[src/design/fdmc_pkg.sv]
// Shared types and constants for the frame-difference motion centroid core.
// Used by every module of the block; depends on nothing else.
`timescale 1ns / 1ps

package fdmc_pkg;

    // Frame geometry and centroid window
    localparam int FRAME_WIDTH  = 640;
    localparam int FRAME_HEIGHT = 480;
    localparam int EDGE_MARGIN  = 6;

    // Field and accumulator widths
    localparam int PIX_W  = 8;
    localparam int COL_W  = 10;
    localparam int ROW_W  = 9;
    localparam int SUMX_W = 30;
    localparam int SUMY_W = 29;
    localparam int HIT_W  = 20;
    localparam logic [HIT_W-1:0] HIT_MAX = {HIT_W{1'b1}};

    // Stream and configuration port widths
    localparam int IN_DATA_W  = 6 * PIX_W;
    localparam int OUT_DATA_W = 6 * PIX_W + COL_W + ROW_W + HIT_W + 1;
    localparam int CFG_IDX_W  = 2;
    localparam int CFG_DATA_W = 8;

    // Queue between front and back
    localparam int Q_DEPTH = 4;
    localparam int Q_PTR_W = $clog2(Q_DEPTH);
    localparam int Q_CNT_W = $clog2(Q_DEPTH + 1);

    // Divider iteration counter
    localparam int DIV_CNT_W = $clog2(SUMX_W);

    // Register indexes
    localparam logic [CFG_IDX_W-1:0] REG_MODE      = 2'd0;
    localparam logic [CFG_IDX_W-1:0] REG_THRESHOLD = 2'd1;
    localparam logic [CFG_IDX_W-1:0] REG_MARK      = 2'd2;

    // Mode codes; the unused codes behave like pass
    localparam logic [2:0] MODE_PASS   = 3'd0;
    localparam logic [2:0] MODE_COPY   = 3'd1;
    localparam logic [2:0] MODE_ABS    = 3'd2;
    localparam logic [2:0] MODE_SWAP   = 3'd3;
    localparam logic [2:0] MODE_THRESH = 3'd4;

    // Register reset values
    localparam logic [PIX_W-1:0] THRESHOLD_RESET = 8'd40;
    localparam logic [PIX_W-1:0] MARK_RESET      = 8'd70;

    typedef logic [2:0][PIX_W-1:0] rgb_t;

    // One queue entry: a processed pixel, plus the frame totals on the last pixel
    typedef struct packed {
        rgb_t              store_pix;
        rgb_t              out_pix;
        logic              frame_end;
        logic [SUMX_W-1:0] sum_x;
        logic [SUMY_W-1:0] sum_y;
        logic [HIT_W-1:0]  hits;
    } fdmc_item_t;

    // Divider request and response
    typedef struct packed {
        logic              start;
        logic [SUMX_W-1:0] sum_x;
        logic [SUMY_W-1:0] sum_y;
        logic [HIT_W-1:0]  hits;
    } div_req_t;

    typedef struct packed {
        logic              busy;
        logic              done;
        logic [SUMX_W-1:0] quo_x;
        logic [SUMX_W-1:0] quo_y;
    } div_rsp_t;

    // Back-end sequencer states
    typedef enum logic {
        BACK_RUN,
        BACK_DIV
    } back_state_t;

endpackage

[src/design/frame_difference_motion_centroid_core.sv]
// Top level of the frame-difference motion centroid core.
// Instantiates fdmc_front, fdmc_queue, fdmc_div and fdmc_back; uses fdmc_pkg.
//
//  channel | dir | handshake          | payload
//  s_      | in  | s_tvalid/s_tready  | s_tdata: current and previous RGB pixel
//  m_      | out | m_tvalid/m_tready  | m_tdata, m_tuser (summary flag), m_tlast
//  cfg_    | in  | cfg_we             | cfg_index, cfg_data
//
// A pixel is processed in the cycle it is accepted and enters the queue at its input
// transfer; it moves from the queue head to the output register when that register is
// free, and leaves from there at the output transfer. The last pixel of a frame starts
// a shift-and-subtract divider; the summary result is loaded once the divider is done
// and the output register is free, and a four-entry queue keeps taking pixels until it
// fills. Reset clears counters, sums, queue and output valid, and sets the registers to
// mode 0, threshold 40, mark 70. Either side may stall at any time.
`timescale 1ns / 1ps

module frame_difference_motion_centroid_core (
    input  logic                            clk,
    input  logic                            rst_n,
    input  logic                            cfg_we,
    input  logic [fdmc_pkg::CFG_IDX_W-1:0]  cfg_index,
    input  logic [fdmc_pkg::CFG_DATA_W-1:0] cfg_data,
    input  logic                            s_tvalid,
    output logic                            s_tready,
    // cur_red, cur_green, cur_blue, prev_red, prev_green, prev_blue
    input  logic [fdmc_pkg::IN_DATA_W-1:0]  s_tdata,
    output logic                            m_tvalid,
    input  logic                            m_tready,
    // out_red, out_green, out_blue, store_red, store_green, store_blue,
    // centre_x, centre_y, hit_total, centre_inside
    output logic [fdmc_pkg::OUT_DATA_W-1:0] m_tdata,
    // is_summary
    output logic [0:0]                      m_tuser,
    output logic                            m_tlast
);

    fdmc_pkg::fdmc_item_t q_item;
    fdmc_pkg::fdmc_item_t q_head;
    fdmc_pkg::div_req_t   div_req;
    fdmc_pkg::div_rsp_t   div_rsp;
    logic                 q_push;
    logic                 q_pop;
    logic                 q_full;
    logic                 q_empty;

    fdmc_front u_front (
        .clk       (clk),
        .rst_n     (rst_n),
        .cfg_we    (cfg_we),
        .cfg_index (cfg_index),
        .cfg_data  (cfg_data),
        .s_tvalid  (s_tvalid),
        .s_tready  (s_tready),
        .s_tdata   (s_tdata),
        .q_full    (q_full),
        .q_push    (q_push),
        .q_item    (q_item)
    );

    fdmc_queue u_queue (
        .clk       (clk),
        .rst_n     (rst_n),
        .push      (q_push),
        .push_item (q_item),
        .pop       (q_pop),
        .head      (q_head),
        .full      (q_full),
        .empty     (q_empty)
    );

    fdmc_div u_div (
        .clk   (clk),
        .rst_n (rst_n),
        .req   (div_req),
        .rsp   (div_rsp)
    );

    fdmc_back u_back (
        .clk      (clk),
        .rst_n    (rst_n),
        .head     (q_head),
        .q_empty  (q_empty),
        .q_pop    (q_pop),
        .div_req  (div_req),
        .div_rsp  (div_rsp),
        .m_tvalid (m_tvalid),
        .m_tready (m_tready),
        .m_tdata  (m_tdata),
        .m_tuser  (m_tuser),
        .m_tlast  (m_tlast)
    );

    // A summary result always closes its run.
    assert property (@(posedge clk) disable iff (!rst_n)
        (m_tvalid && m_tuser[0]) |-> m_tlast)
        else $error("summary result without last flag");

    // The queue is never written while full nor read while empty.
    assert property (@(posedge clk) disable iff (!rst_n)
        q_push |-> !q_full)
        else $error("queue written while full");

    assert property (@(posedge clk) disable iff (!rst_n)
        q_pop |-> !q_empty)
        else $error("queue read while empty");

    // A new division never starts while one is running.
    assert property (@(posedge clk) disable iff (!rst_n)
        div_req.start |-> !div_rsp.busy)
        else $error("divider restarted while busy");

endmodule

[src/design/fdmc_front.sv]
// Front part: configuration registers, pixel processing, position counters
// and hit accumulation. Depends on fdmc_pkg.
`timescale 1ns / 1ps

module fdmc_front (
    input  logic                            clk,
    input  logic                            rst_n,
    input  logic                            cfg_we,
    input  logic [fdmc_pkg::CFG_IDX_W-1:0]  cfg_index,
    input  logic [fdmc_pkg::CFG_DATA_W-1:0] cfg_data,
    input  logic                            s_tvalid,
    output logic                            s_tready,
    input  logic [fdmc_pkg::IN_DATA_W-1:0]  s_tdata,
    input  logic                            q_full,
    output logic                            q_push,
    output fdmc_pkg::fdmc_item_t            q_item
);

    logic [2:0]                       mode_reg;
    logic [fdmc_pkg::PIX_W-1:0]       thr_reg;
    logic [fdmc_pkg::PIX_W-1:0]       mark_reg;
    logic [fdmc_pkg::COL_W-1:0]       col_reg;
    logic [fdmc_pkg::COL_W-1:0]       col_next;
    logic [fdmc_pkg::ROW_W-1:0]       row_reg;
    logic [fdmc_pkg::ROW_W-1:0]       row_next;
    logic [fdmc_pkg::SUMX_W-1:0]      sum_x_reg;
    logic [fdmc_pkg::SUMX_W-1:0]      sum_x_next;
    logic [fdmc_pkg::SUMY_W-1:0]      sum_y_reg;
    logic [fdmc_pkg::SUMY_W-1:0]      sum_y_next;
    logic [fdmc_pkg::HIT_W-1:0]       hit_reg;
    logic [fdmc_pkg::HIT_W-1:0]       hit_next;
    fdmc_pkg::rgb_t                   cur;
    fdmc_pkg::rgb_t                   prev;
    fdmc_pkg::rgb_t                   dif;
    fdmc_pkg::rgb_t                   res;
    fdmc_pkg::rgb_t                   sto;
    logic [2:0]                       hit;
    logic [1:0]                       hit_cnt;
    logic [fdmc_pkg::HIT_W-1:0]       room;
    logic [1:0]                       eff;
    logic [fdmc_pkg::SUMX_W-1:0]      add_x;
    logic [fdmc_pkg::SUMY_W-1:0]      add_y;
    logic                             end_row;
    logic                             end_frame;
    logic                             accept;

    assign s_tready = !q_full;
    assign accept   = s_tvalid && s_tready;
    assign q_push   = accept;

    // Configuration writes; indexes beyond the list are ignored
    always_ff @(posedge clk or negedge rst_n)
    begin
        if (!rst_n)
        begin
            mode_reg <= fdmc_pkg::MODE_PASS;
            thr_reg  <= fdmc_pkg::THRESHOLD_RESET;
            mark_reg <= fdmc_pkg::MARK_RESET;
        end
        else if (cfg_we)
        begin
            if (cfg_index == fdmc_pkg::REG_MODE)
                mode_reg <= cfg_data[2:0];
            if (cfg_index == fdmc_pkg::REG_THRESHOLD)
                thr_reg <= cfg_data;
            if (cfg_index == fdmc_pkg::REG_MARK)
                mark_reg <= cfg_data;
        end
    end

    // Per-channel difference and mode selection
    always_comb
    begin
        for (int c = 0; c < 3; c++)
        begin
            cur[c]  = s_tdata[fdmc_pkg::PIX_W*c +: fdmc_pkg::PIX_W];
            prev[c] = s_tdata[fdmc_pkg::PIX_W*(c+3) +: fdmc_pkg::PIX_W];
            dif[c]  = (cur[c] >= prev[c]) ? (cur[c] - prev[c]) : (prev[c] - cur[c]);
            hit[c]  = 1'b0;
            unique case (mode_reg)
                fdmc_pkg::MODE_COPY:
                begin
                    res[c] = cur[c];
                    sto[c] = cur[c];
                end
                fdmc_pkg::MODE_ABS:
                begin
                    res[c] = dif[c];
                    sto[c] = prev[c];
                end
                fdmc_pkg::MODE_SWAP:
                begin
                    res[c] = dif[c];
                    sto[c] = cur[c];
                end
                fdmc_pkg::MODE_THRESH:
                begin
                    hit[c] = dif[c] > thr_reg;
                    res[c] = hit[c] ? mark_reg : '0;
                    sto[c] = cur[c];
                end
                default:
                begin
                    res[c] = cur[c];
                    sto[c] = prev[c];
                end
            endcase
        end
    end

    // Hits that still fit up to the counter's full value
    always_comb
    begin
        hit_cnt = {1'b0, hit[0]} + {1'b0, hit[1]} + {1'b0, hit[2]};
        room    = fdmc_pkg::HIT_MAX - hit_reg;
        eff     = (room < fdmc_pkg::HIT_W'(hit_cnt)) ? room[1:0] : hit_cnt;
        unique case (eff)
            2'd0:
            begin
                add_x = '0;
                add_y = '0;
            end
            2'd1:
            begin
                add_x = fdmc_pkg::SUMX_W'(col_reg);
                add_y = fdmc_pkg::SUMY_W'(row_reg);
            end
            2'd2:
            begin
                add_x = fdmc_pkg::SUMX_W'({col_reg, 1'b0});
                add_y = fdmc_pkg::SUMY_W'({row_reg, 1'b0});
            end
            default:
            begin
                add_x = fdmc_pkg::SUMX_W'({col_reg, 1'b0}) + fdmc_pkg::SUMX_W'(col_reg);
                add_y = fdmc_pkg::SUMY_W'({row_reg, 1'b0}) + fdmc_pkg::SUMY_W'(row_reg);
            end
        endcase
        sum_x_next = sum_x_reg + add_x;
        sum_y_next = sum_y_reg + add_y;
        hit_next   = hit_reg + fdmc_pkg::HIT_W'(eff);
    end

    // Raster position
    always_comb
    begin
        end_row   = col_reg >= fdmc_pkg::COL_W'(fdmc_pkg::FRAME_WIDTH - 1);
        end_frame = end_row && (row_reg >= fdmc_pkg::ROW_W'(fdmc_pkg::FRAME_HEIGHT - 1));
        if (end_row)
        begin
            col_next = '0;
            row_next = end_frame ? '0 : row_reg + 1'b1;
        end
        else
        begin
            col_next = col_reg + 1'b1;
            row_next = row_reg;
        end
    end

    // Queue entry for the accepted pixel
    always_comb
    begin
        q_item.out_pix   = res;
        q_item.store_pix = sto;
        q_item.frame_end = end_frame;
        q_item.sum_x     = sum_x_next;
        q_item.sum_y     = sum_y_next;
        q_item.hits      = hit_next;
    end

    // Position and accumulator state; totals clear after the frame's last pixel
    always_ff @(posedge clk or negedge rst_n)
    begin
        if (!rst_n)
        begin
            col_reg   <= '0;
            row_reg   <= '0;
            sum_x_reg <= '0;
            sum_y_reg <= '0;
            hit_reg   <= '0;
        end
        else if (accept)
        begin
            col_reg <= col_next;
            row_reg <= row_next;
            if (end_frame)
            begin
                sum_x_reg <= '0;
                sum_y_reg <= '0;
                hit_reg   <= '0;
            end
            else
            begin
                sum_x_reg <= sum_x_next;
                sum_y_reg <= sum_y_next;
                hit_reg   <= hit_next;
            end
        end
    end

endmodule

[src/design/fdmc_queue.sv]
// Short FIFO that decouples the pixel front from the result back.
// Depends on fdmc_pkg for the entry type and depth.
`timescale 1ns / 1ps

module fdmc_queue (
    input  logic                 clk,
    input  logic                 rst_n,
    input  logic                 push,
    input  fdmc_pkg::fdmc_item_t push_item,
    input  logic                 pop,
    output fdmc_pkg::fdmc_item_t head,
    output logic                 full,
    output logic                 empty
);

    fdmc_pkg::fdmc_item_t             mem_reg [fdmc_pkg::Q_DEPTH];
    logic [fdmc_pkg::Q_PTR_W-1:0]     wr_ptr_reg;
    logic [fdmc_pkg::Q_PTR_W-1:0]     rd_ptr_reg;
    logic [fdmc_pkg::Q_CNT_W-1:0]     count_reg;
    logic [fdmc_pkg::Q_CNT_W-1:0]     count_next;

    assign full  = count_reg == fdmc_pkg::Q_CNT_W'(fdmc_pkg::Q_DEPTH);
    assign empty = count_reg == '0;
    assign head  = mem_reg[rd_ptr_reg];

    always_comb
    begin
        count_next = count_reg;
        if (push && !pop)
            count_next = count_reg + 1'b1;
        else if (pop && !push)
            count_next = count_reg - 1'b1;
    end

    // Entry storage
    always_ff @(posedge clk)
    begin
        if (push)
            mem_reg[wr_ptr_reg] <= push_item;
    end

    // Pointers and fill level
    always_ff @(posedge clk or negedge rst_n)
    begin
        if (!rst_n)
        begin
            wr_ptr_reg <= '0;
            rd_ptr_reg <= '0;
            count_reg  <= '0;
        end
        else
        begin
            if (push)
                wr_ptr_reg <= wr_ptr_reg + 1'b1;
            if (pop)
                rd_ptr_reg <= rd_ptr_reg + 1'b1;
            count_reg <= count_next;
        end
    end

endmodule

[src/design/fdmc_div.sv]
// Restoring divider, one quotient bit per cycle, two lanes sharing one counter:
// column sum and row sum over the hit count. Depends on fdmc_pkg.
`timescale 1ns / 1ps

module fdmc_div (
    input  logic               clk,
    input  logic               rst_n,
    input  fdmc_pkg::div_req_t req,
    output fdmc_pkg::div_rsp_t rsp
);

    logic                             busy_reg;
    logic                             done_reg;
    logic [fdmc_pkg::DIV_CNT_W-1:0]   cnt_reg;
    logic [fdmc_pkg::HIT_W-1:0]       dvs_reg;
    logic [fdmc_pkg::SUMX_W-1:0]      dq_x_reg;
    logic [fdmc_pkg::SUMX_W-1:0]      dq_x_next;
    logic [fdmc_pkg::SUMX_W-1:0]      dq_y_reg;
    logic [fdmc_pkg::SUMX_W-1:0]      dq_y_next;
    logic [fdmc_pkg::HIT_W-1:0]       rem_x_reg;
    logic [fdmc_pkg::HIT_W-1:0]       rem_x_next;
    logic [fdmc_pkg::HIT_W-1:0]       rem_y_reg;
    logic [fdmc_pkg::HIT_W-1:0]       rem_y_next;
    logic [fdmc_pkg::HIT_W:0]         sh_x;
    logic [fdmc_pkg::HIT_W:0]         sh_y;
    logic                             bit_x;
    logic                             bit_y;
    logic                             last_step;

    // One shift-and-subtract step per lane
    always_comb
    begin
        sh_x       = {rem_x_reg, dq_x_reg[fdmc_pkg::SUMX_W-1]};
        sh_y       = {rem_y_reg, dq_y_reg[fdmc_pkg::SUMX_W-1]};
        bit_x      = sh_x >= {1'b0, dvs_reg};
        bit_y      = sh_y >= {1'b0, dvs_reg};
        rem_x_next = bit_x ? fdmc_pkg::HIT_W'(sh_x - {1'b0, dvs_reg})
                           : fdmc_pkg::HIT_W'(sh_x);
        rem_y_next = bit_y ? fdmc_pkg::HIT_W'(sh_y - {1'b0, dvs_reg})
                           : fdmc_pkg::HIT_W'(sh_y);
        dq_x_next  = {dq_x_reg[fdmc_pkg::SUMX_W-2:0], bit_x};
        dq_y_next  = {dq_y_reg[fdmc_pkg::SUMX_W-2:0], bit_y};
        last_step  = cnt_reg == fdmc_pkg::DIV_CNT_W'(fdmc_pkg::SUMX_W - 1);
    end

    // A zero hit count gives a zero centroid
    always_comb
    begin
        rsp.busy  = busy_reg;
        rsp.done  = done_reg;
        rsp.quo_x = (dvs_reg == '0) ? '0 : dq_x_reg;
        rsp.quo_y = (dvs_reg == '0) ? '0 : dq_y_reg;
    end

    // Operand and quotient registers
    always_ff @(posedge clk)
    begin
        if (req.start)
        begin
            dvs_reg   <= req.hits;
            dq_x_reg  <= req.sum_x;
            dq_y_reg  <= fdmc_pkg::SUMX_W'(req.sum_y);
            rem_x_reg <= '0;
            rem_y_reg <= '0;
        end
        else if (busy_reg)
        begin
            dq_x_reg  <= dq_x_next;
            dq_y_reg  <= dq_y_next;
            rem_x_reg <= rem_x_next;
            rem_y_reg <= rem_y_next;
        end
    end

    // Iteration control
    always_ff @(posedge clk or negedge rst_n)
    begin
        if (!rst_n)
        begin
            busy_reg <= 1'b0;
            done_reg <= 1'b0;
            cnt_reg  <= '0;
        end
        else if (req.start)
        begin
            busy_reg <= 1'b1;
            done_reg <= 1'b0;
            cnt_reg  <= '0;
        end
        else if (busy_reg)
        begin
            cnt_reg <= cnt_reg + 1'b1;
            if (last_step)
            begin
                busy_reg <= 1'b0;
                done_reg <= 1'b1;
            end
        end
    end

endmodule

[src/design/fdmc_back.sv]
// Back part: drains the queue into the output register and sequences the
// end-of-frame centroid through the divider. Depends on fdmc_pkg.
`timescale 1ns / 1ps

module fdmc_back (
    input  logic                            clk,
    input  logic                            rst_n,
    input  fdmc_pkg::fdmc_item_t            head,
    input  logic                            q_empty,
    output logic                            q_pop,
    output fdmc_pkg::div_req_t              div_req,
    input  fdmc_pkg::div_rsp_t              div_rsp,
    output logic                            m_tvalid,
    input  logic                            m_tready,
    output logic [fdmc_pkg::OUT_DATA_W-1:0] m_tdata,
    output logic [0:0]                      m_tuser,
    output logic                            m_tlast
);

    fdmc_pkg::back_state_t            state_reg;
    fdmc_pkg::back_state_t            state_next;
    logic                             out_valid_reg;
    logic [fdmc_pkg::OUT_DATA_W-1:0]  out_data_reg;
    logic [fdmc_pkg::OUT_DATA_W-1:0]  sum_data;
    logic                             out_summary_reg;
    logic                             out_last_reg;
    logic [fdmc_pkg::HIT_W-1:0]       hits_reg;
    logic                             slot_free;
    logic                             load_pix;
    logic                             load_sum;
    logic                             centre_in;

    assign slot_free = !out_valid_reg || m_tready;
    assign m_tvalid  = out_valid_reg;
    assign m_tdata   = out_data_reg;
    assign m_tuser   = out_summary_reg;
    assign m_tlast   = out_last_reg;

    // Next state
    always_comb
    begin
        state_next = state_reg;
        unique case (state_reg)
            fdmc_pkg::BACK_RUN:
                if (!q_empty && slot_free && head.frame_end)
                    state_next = fdmc_pkg::BACK_DIV;
            fdmc_pkg::BACK_DIV:
                if (div_rsp.done && slot_free)
                    state_next = fdmc_pkg::BACK_RUN;
            default:
                state_next = fdmc_pkg::BACK_RUN;
        endcase
    end

    // Control outputs
    always_comb
    begin
        load_pix = 1'b0;
        load_sum = 1'b0;
        unique case (state_reg)
            fdmc_pkg::BACK_RUN:
                load_pix = !q_empty && slot_free;
            fdmc_pkg::BACK_DIV:
                load_sum = div_rsp.done && slot_free;
            default:
            begin
                load_pix = 1'b0;
                load_sum = 1'b0;
            end
        endcase
        q_pop         = load_pix;
        div_req.start = load_pix && head.frame_end;
        div_req.sum_x = head.sum_x;
        div_req.sum_y = head.sum_y;
        div_req.hits  = head.hits;
    end

    // Summary fields from the quotients
    always_comb
    begin
        centre_in = (div_rsp.quo_x >= fdmc_pkg::SUMX_W'(fdmc_pkg::EDGE_MARGIN))
                 && (div_rsp.quo_x <= fdmc_pkg::SUMX_W'(fdmc_pkg::FRAME_WIDTH
                                                        - fdmc_pkg::EDGE_MARGIN))
                 && (div_rsp.quo_y >= fdmc_pkg::SUMX_W'(fdmc_pkg::EDGE_MARGIN))
                 && (div_rsp.quo_y <= fdmc_pkg::SUMX_W'(fdmc_pkg::FRAME_HEIGHT
                                                        - fdmc_pkg::EDGE_MARGIN));
        sum_data = {centre_in, hits_reg,
                    div_rsp.quo_y[fdmc_pkg::ROW_W-1:0],
                    div_rsp.quo_x[fdmc_pkg::COL_W-1:0],
                    {(6 * fdmc_pkg::PIX_W){1'b0}}};
    end

    // Output payload register
    always_ff @(posedge clk)
    begin
        if (load_pix)
        begin
            out_data_reg    <= {{(fdmc_pkg::OUT_DATA_W - 6 * fdmc_pkg::PIX_W){1'b0}},
                                head.store_pix, head.out_pix};
            out_summary_reg <= 1'b0;
            out_last_reg    <= !head.frame_end;
            hits_reg        <= head.hits;
        end
        else if (load_sum)
        begin
            out_data_reg    <= sum_data;
            out_summary_reg <= 1'b1;
            out_last_reg    <= 1'b1;
        end
    end

    // State and output valid
    always_ff @(posedge clk or negedge rst_n)
    begin
        if (!rst_n)
        begin
            state_reg     <= fdmc_pkg::BACK_RUN;
            out_valid_reg <= 1'b0;
        end
        else
        begin
            state_reg <= state_next;
            if (load_pix || load_sum)
                out_valid_reg <= 1'b1;
            else if (m_tready)
                out_valid_reg <= 1'b0;
        end
    end

endmodule
[config.mk]
export PLATFORM = sky130hd
export DESIGN_NAME = frame_difference_motion_centroid_core
export DESIGN_NICKNAME = d
export VERILOG_FILES = /design/src/design/fdmc_pkg.sv /design/src/design/frame_difference_motion_centroid_core.sv /design/src/design/fdmc_front.sv /design/src/design/fdmc_queue.sv /design/src/design/fdmc_div.sv /design/src/design/fdmc_back.sv
export SDC_FILE = /design/constraint.sdc
export NUM_CORES = 1
export LEC_CHECK = 0
export ABC_AREA = 1
export BUFFER_PORTS_ARGS = -buffer_cell sky130_fd_sc_hd__buf_2
export CORE_ASPECT_RATIO = 2
export CORE_UTILIZATION = 54
export DETAILED_ROUTE_END_ITERATION = 10
export PLACE_DENSITY = 0.67
export SYNTH_ARGS = -nofsm -noshare
export SYNTH_HDL_FRONTEND = slang
export SYNTH_SLANG_ARGS = --single-unit
export TNS_END_PERCENT = 50
[constraint.sdc]
create_clock -name clk -period 8.4 [get_ports clk]
set_input_delay 0.84 -clock clk [delete_from_list [all_inputs] [get_ports clk]]
set_output_delay 0.84 -clock clk [all_outputs]
set_load 0.02 [all_outputs]
==> results of run 1 <==
==> cell usage in the layout, fill, tap and decap left out, drive strengths merged, types with 4 or more instances in the layout <==
cell type | synthesis | routed
nand2 | 925 | 925
edfxtp | 660 | 660
nor2 | 654 | 654
o21ai | 494 | 494
inv | 446 | 451
nand3 | 197 | 197
buf | 72 | 193
a21oi | 184 | 184
ha | 166 | 166
dfrtp | 128 | 128
clkbuf | 93 | 105
xor2 | 89 | 89
dfxtp | 82 | 82
o22ai | 76 | 76
nand4 | 64 | 64
nor3 | 41 | 41
a22o | 39 | 39
xnor2 | 36 | 36
clkinv | 1 | 22
o211ai | 16 | 16
a31oi | 16 | 16
o21bai | 15 | 15
fa | 15 | 15
a21o | 13 | 13
nor4 | 10 | 10
o21a | 8 | 8
bufinv | 0 | 8
and2 | 7 | 7
nand3b | 6 | 6
or2 | 5 | 5
clkinvlp | 0 | 5
dfstp | 5 | 5
a21boi | 5 | 5
a32o | 4 | 4
==> routing by layer <==
metal  vias up  track usage  part of all wire
met1     15600        0.296              0.34
li1      15700            -                 -
met4         2        0.213             0.078
met2       949        0.563              0.54
met3       350       0.0427             0.045
met5         -            0           0.00013
==> metrics by stage <==
stage                     setup slack [ns]  total power, mW  std cells
final                                 1.20             17.8       5787
after detailed placement             0.606             14.1       5642
after global routing                 0.607             18.9       5786
after CTS                             1.29             17.9       5786
after floorplan                       1.13             11.9       4578
after global placement               0.803             14.0       5642
==> layout make-up <==
cell class,count,area [sq um],area share
diodes,1,2.50,0.0000524
clock buffers,105,2230,0.0467
clock inverters,39,445,0.00932
inverters,447,1690,0.0354
multi-input cells,3091,16200,0.339
flip-flops and latches,875,24800,0.519
well taps,1036,1300,0.0271
repair buffers,193,1090,0.0229
==> worst paths after layout <==
check                           slack, ns          startpoint  cells past startpoint                      to
worst max-delay path                 1.20         s_tdata[16]                     39  u_queue.mem_reg[2][44]
worst min-delay path                 0.21               rst_n                      1   u_queue.wr_ptr_reg[1]
worst max register to register       2.40  u_front.thr_reg[3]                     27  u_queue.mem_reg[2][44]
worst min register to register       0.45  u_back.m_tdata[87]                      2      u_back.m_tdata[87]
max in group asynchronous            6.74               rst_n                      2   u_front.sum_x_reg[18]
min in group clk                     0.44         cfg_data[6]                      3     u_front.mark_reg[6]
==> power groups by stage <==
stage	Clock, mW	Combinational [mW]	Sequential (mW)
3_5_place_dp	0	7.08	7.03
5_1_grt	3.96	7.89	7.06
6_report	3.76	7.09	6.96
3_3_place_gp	0	7.01	7.01
2_1_floorplan	0	4.76	7.11
4_1_cts	3.80	7.12	6.95
==> critical path, delay by kind of cell <==
family	cells	cell delay, ns
simple gates	19	2.70
buf+inv	7	0.62
compound gates	8	1.57
fa+ha+maj	5	1.82
==> kinds of logic (layout without fill, tap and decap cells) <==
kind of cell / count (synthesis) / count (layout) / share of synthesized area
flip-flops: 875 / 875 / 0.572
AO/OA/AOI/OAI: 874 / 874 / 0.112
XOR/XNOR: 125 / 125 / 0.0252
adder cells (fa/ha/maj): 181 / 181 / 0.0548
other: 0 / 1 / 0
buffers and inverters: 612 / 784 / 0.0555
AND/OR/NAND/NOR: 1911 / 1911 / 0.181
==> impl_metrics.yaml, run 1 <==
status:
  status: "finished clean"
floorplan:
  fp-row-count: 146
  initial_utilization: 0.547
  die_area_sq_um: 81500
  core-area_sq_um: 79300
  die_height_um: 403
  io_pins: 155
  die_w_um: 202
synthesis:
  yosysMostFrequentCell: "nand2_1"
  syn-num-nets: 4822
  syn-cell-area_sq_um: 43400
  yosys_warnings: 0
  ys_seq_area_frac: 0.572
  ys.flop_type: "edfxtp_1"
  synth.top_cells.by_count: "nand2_1 (913), edfxtp_1 (660), nor2_1 (646), o21ai_0 (468), inv_1 (436)"
  syn_inst: 4578
  async_flop_share: 0.152
  ys_ff_latch: 875
  synth_top_area_frac: 0.457
  yosys-top-cells-area: "edfxtp_1 (46%), nand2_1 (7.9%), dfrtp_1 (7.4%), nor2_1 (5.6%), o21ai_0 (5.4%)"
  yosys.area.top_type: "edfxtp_1"
  postSynthAreaPerCell_sq_um: 9.47
  ys_types: 55
  synth_edf_count: 660
final_layout:
  final_area_sq_um: 47800
  fin_nets: 4930
  largest_reg_flops: 512
  drive_gt1_frac: 0.0804
  final_core_util: 0.603
  n_fill_cell: 6844
  area_growth_pct: 10.2
routing:
  first_pass_iters: 6
  route.detailed.drc: 0
  vias: 32600
  ant_nets: 0
  drt-total-wl_um: 122000
  avgViaCountPerCell: 5.64
  post_drt_wl_per_cell_um: 21.1
  drtIter0Drc: 2331
sta:
  maxSlewViolCount: 0
  post-route-min-period_ns: 7.20
  holdWs_ns: 0.210
  period_share: 0.857
  finalSetupTns_ns: 0
  worst_pin_slew_ns: 1.26
  setup_viol_count_final: 0
  relSlewSlack: 0.158
  final_hold_viol_count: 0
  clock_skew_ns: 0.0200
  fmax_mhz: 139
  rsz0062_at_grt: "no"
cts:
  cts_tree: "yes"
  clk_pin_slew_ns: 0.07
  numCtsBuffers: 78
  cts_resized: 0
  htreeDepth: 3
  post_cts_buffers: 0
  clk_root_buffer_cell: "clkbuf_16"
  cts_buffer_depth: 3
  clock_sinks: 875
  cts_hold_buf: 0
  clock_latency_ns: 0.65
critical_path:
  cpMaxStageDelayCell: "fa_1"
  cp_common_cell: "nand2_1"
  crit_path_end_kind: "flop"
  critPathMaxStageDelay_ns: 0.54
  critPathKind: "primary input to flop"
  cp_max_fo: 14
  cp.required_ns: 8.76
  arrival_ns: 7.56
  cp-start-kind: "primary input"
power:
  p_clk_frac: 0.211
  ir_drop_mv: 0.251
  p_per_area_nw_per_um2: 373
  p_seq_frac: 0.391
  p_leak_nw: 20.1
  switching_power_mw: 7.23
  power.internal_mw: 10.6
  netSwitchingFraction: 0.406
  pwr-share-comb: 0.398
place:
  placed_cell_area_sq_um: 45100
  portBuffers: 154
  dp_hpwl_um: 85700
  place.gp.congestion: 1.02
global_route:
  grt_pass1_vias: 32600
  antenna_found_initial: 1
  grt_pass1_wl_um: 184000
  gr-total-overflow: 0
  track_usage: 0.299
  grt_max_degree: 129
flow_run:
  cap_violations: 0
min_path:
  hold_class: "primary input to async pin"
Power figures use the tool's default switching activity.
==> run 2: changes to the inputs <==
--- a/config.mk
+++ b/config.mk
@@ -8,9 +8,10 @@
 export ABC_AREA = 1
 export BUFFER_PORTS_ARGS = -buffer_cell sky130_fd_sc_hd__buf_2
 export CORE_ASPECT_RATIO = 2
-export CORE_UTILIZATION = 54
+export CORE_UTILIZATION = 50
 export DETAILED_ROUTE_END_ITERATION = 10
-export PLACE_DENSITY = 0.67
+export MAX_ROUTING_LAYER = met4
+export PLACE_DENSITY = 0.63
 export SYNTH_ARGS = -nofsm -noshare
 export SYNTH_HDL_FRONTEND = slang
 export SYNTH_SLANG_ARGS = --single-unit
==> run 2 against run 1 <==
Net effect:
- first-iteration DRC count down 17%
- hold slack better by 0.052 ns
- sequential power about the same
- count of clock-buffer cells in the layout down 6
- via count down 0.70%
- clock skew up 0.017 ns
- core utilization down 4.2 points
- critical path type unchanged
- critical endpoint is now u_queue.mem_reg[1][44]
- largest cell class unchanged
==> impl_metrics.yaml, run 2 (synthesis results as in run 1) <==
cts:
  post_cts_buffers: 0
  cts_hold_buf: 0
  numCtsBuffers: 80
  cts_resized: 0
  clock_latency_ns: 0.68
  htreeDepth: 3
  clock_sinks: 875
  cts_tree: "yes"
  cts_buffer_depth: 3
  clk_pin_slew_ns: 0.07
  clk_root_buffer_cell: "clkbuf_16"
critical_path:
  cp-start-kind: "primary input"
  path_buf_inv: 6
  cp_top_family: "simple AND/OR/NAND/NOR gates"
  arrival_ns: 7.74
  cpMaxStageDelayCell: "fa_1"
  cp_max_fo: 14
  cp.required_ns: 8.79
  critPathKind: "primary input to flop"
  critPathMaxStageDelay_ns: 0.54
  crit_path_end_kind: "flop"
  cp_common_cell: "nand2_1"
power:
  p_total_mw: 18.0
  pwr-share-comb: 0.392
  p_per_area_nw_per_um2: 374
  ir_drop_mv: 0.218
  p_seq_frac: 0.387
  power.internal_mw: 10.7
  netSwitchingFraction: 0.404
  p_leak_nw: 20.2
  p_clk_frac: 0.221
  switching_power_mw: 7.27
place:
  portBuffers: 154
  dp.cells: 5757
  place.gp.congestion: 1.02
  dp_hpwl_um: 85900
  preCtsSetupSlack_ns: 0.333
final_layout:
  layout_common_cells: "nand2_1 (912), edfxtp_1 (660), nor2_1 (640), o21ai_0 (468), inv_1 (434)"
  fin_nets: 4928
  area_growth_pct: 11.0
  multi_input_area_sq_um: 16200
  mostFrequentLayoutCell: "nand2_1"
  n_fill_cell: 7574
  largest_reg_flops: 512
  regArea_sq_um: 24800
  fin_cells: 5911
  drive_gt1_frac: 0.0831
global_route:
  grt_pass1_wl_um: 185000
  grt_pass1_vias: 32500
  antenna_found_initial: 5
  track_usage: 0.288
  gr-total-overflow: 0
  grt_max_degree: 108
sta:
  relSlewSlack: 0.255
  worst_pin_slew_ns: 1.11
  rsz0062_at_grt: "no"
  post-route-min-period_ns: 7.35
  final_hold_viol_count: 0
  setup_ws_ns: 1.05
  period_share: 0.875
  fmax_mhz: 136
  finalSetupTns_ns: 0
  maxSlewViolCount: 0
  clock_skew_ns: 0.0370
  holdWs_ns: 0.262
  setup_viol_count_final: 0
floorplan:
  io_pins: 155
  die_area_sq_um: 88000
  die_height_um: 418
  fp-row-count: 152
  initial_utilization: 0.506
  die_w_um: 210
  core-area_sq_um: 85800
status:
  status: "finished clean"
routing:
  ant_nets: 0
  post_drt_wl_per_cell_um: 20.6
  avgViaCountPerCell: 5.48
  route.detailed.drc: 0
  vias: 32400
  drt-total-wl_um: 122000
  first_pass_iters: 5
  drtIter0Drc: 1942
min_path:
  hold_class: "primary input to async pin"
flow_run:
  cap_violations: 0
==> run 2: cell types whose count changed in the layout (fill, tap and decap cells not counted), sizes merged <==
| cell | before | now |
|---|---|---|
| diode | 1 | 5 |
| clkinvlp | 5 | 6 |
| inv | 451 | 453 |
| clkbuf | 105 | 99 |
| clkinv | 22 | 25 |
| bufinv | 8 | 13 |
| buf | 193 | 189 |
==> run 2: power by group through the flow <==
stage,logic (mW),clock network [mW],registers [mW]
after floorplan,4.76,0,7.11
after global placement,7.00,0,7.03
after detailed placement,7.09,0,7.04
after CTS,7.12,4.05,6.97
after global routing,7.89,4.21,7.08
final,7.06,3.98,6.97
==> run 2: final timing paths <==
| path | to | depth (start not counted) | startpoint | slack (ns) |
|---|---|---|---|---|
| setup reg to reg | u_queue.mem_reg[1][44] | 27 | u_front.thr_reg[3] | 2.38 |
| setup / recovery | u_queue.mem_reg[1][44] | 38 | s_tdata[21] | 1.05 |
| hold reg to reg | u_back.m_tdata[87] | 2 | u_back.m_tdata[87] | 0.45 |
| min in group clk | u_front.thr_reg[3] | 3 | cfg_data[3] | 0.43 |
| max in group asynchronous | u_queue.rd_ptr_reg[1] | 2 | rst_n | 6.70 |
| hold / removal | u_front.sum_x_reg[6] | 1 | rst_n | 0.26 |
==> run 2: through the flow <==
step | area (sq um) | utilization
floorplan | 43400 | -
global placement | 45200 | 0.527
detailed placement | 45200 | 0.527
CTS | 48100 | 0.561
global route | 48100 | 0.561
finish | 48100 | 0.561
==> run 2: cell type report <==
cell class / instances / share of cell area
diodes: 5 / 0.000260
clock inverters: 50 / 0.0140
clock buffers: 99 / 0.0459
multi-input cells: 3091 / 0.337
well taps: 1155 / 0.0300
inverters: 447 / 0.0352
repair buffers: 189 / 0.0224
flip-flops and latches: 875 / 0.515
==> run 2: layer usage <==
layer  vias to the layer above  track usage  share of wire
li1                      15700            -              -
met1                     15600        0.279           0.35
met2                       781        0.532           0.54
met3                       324       0.0343          0.033
met4                         0        0.194          0.074
met5                         -            -              0
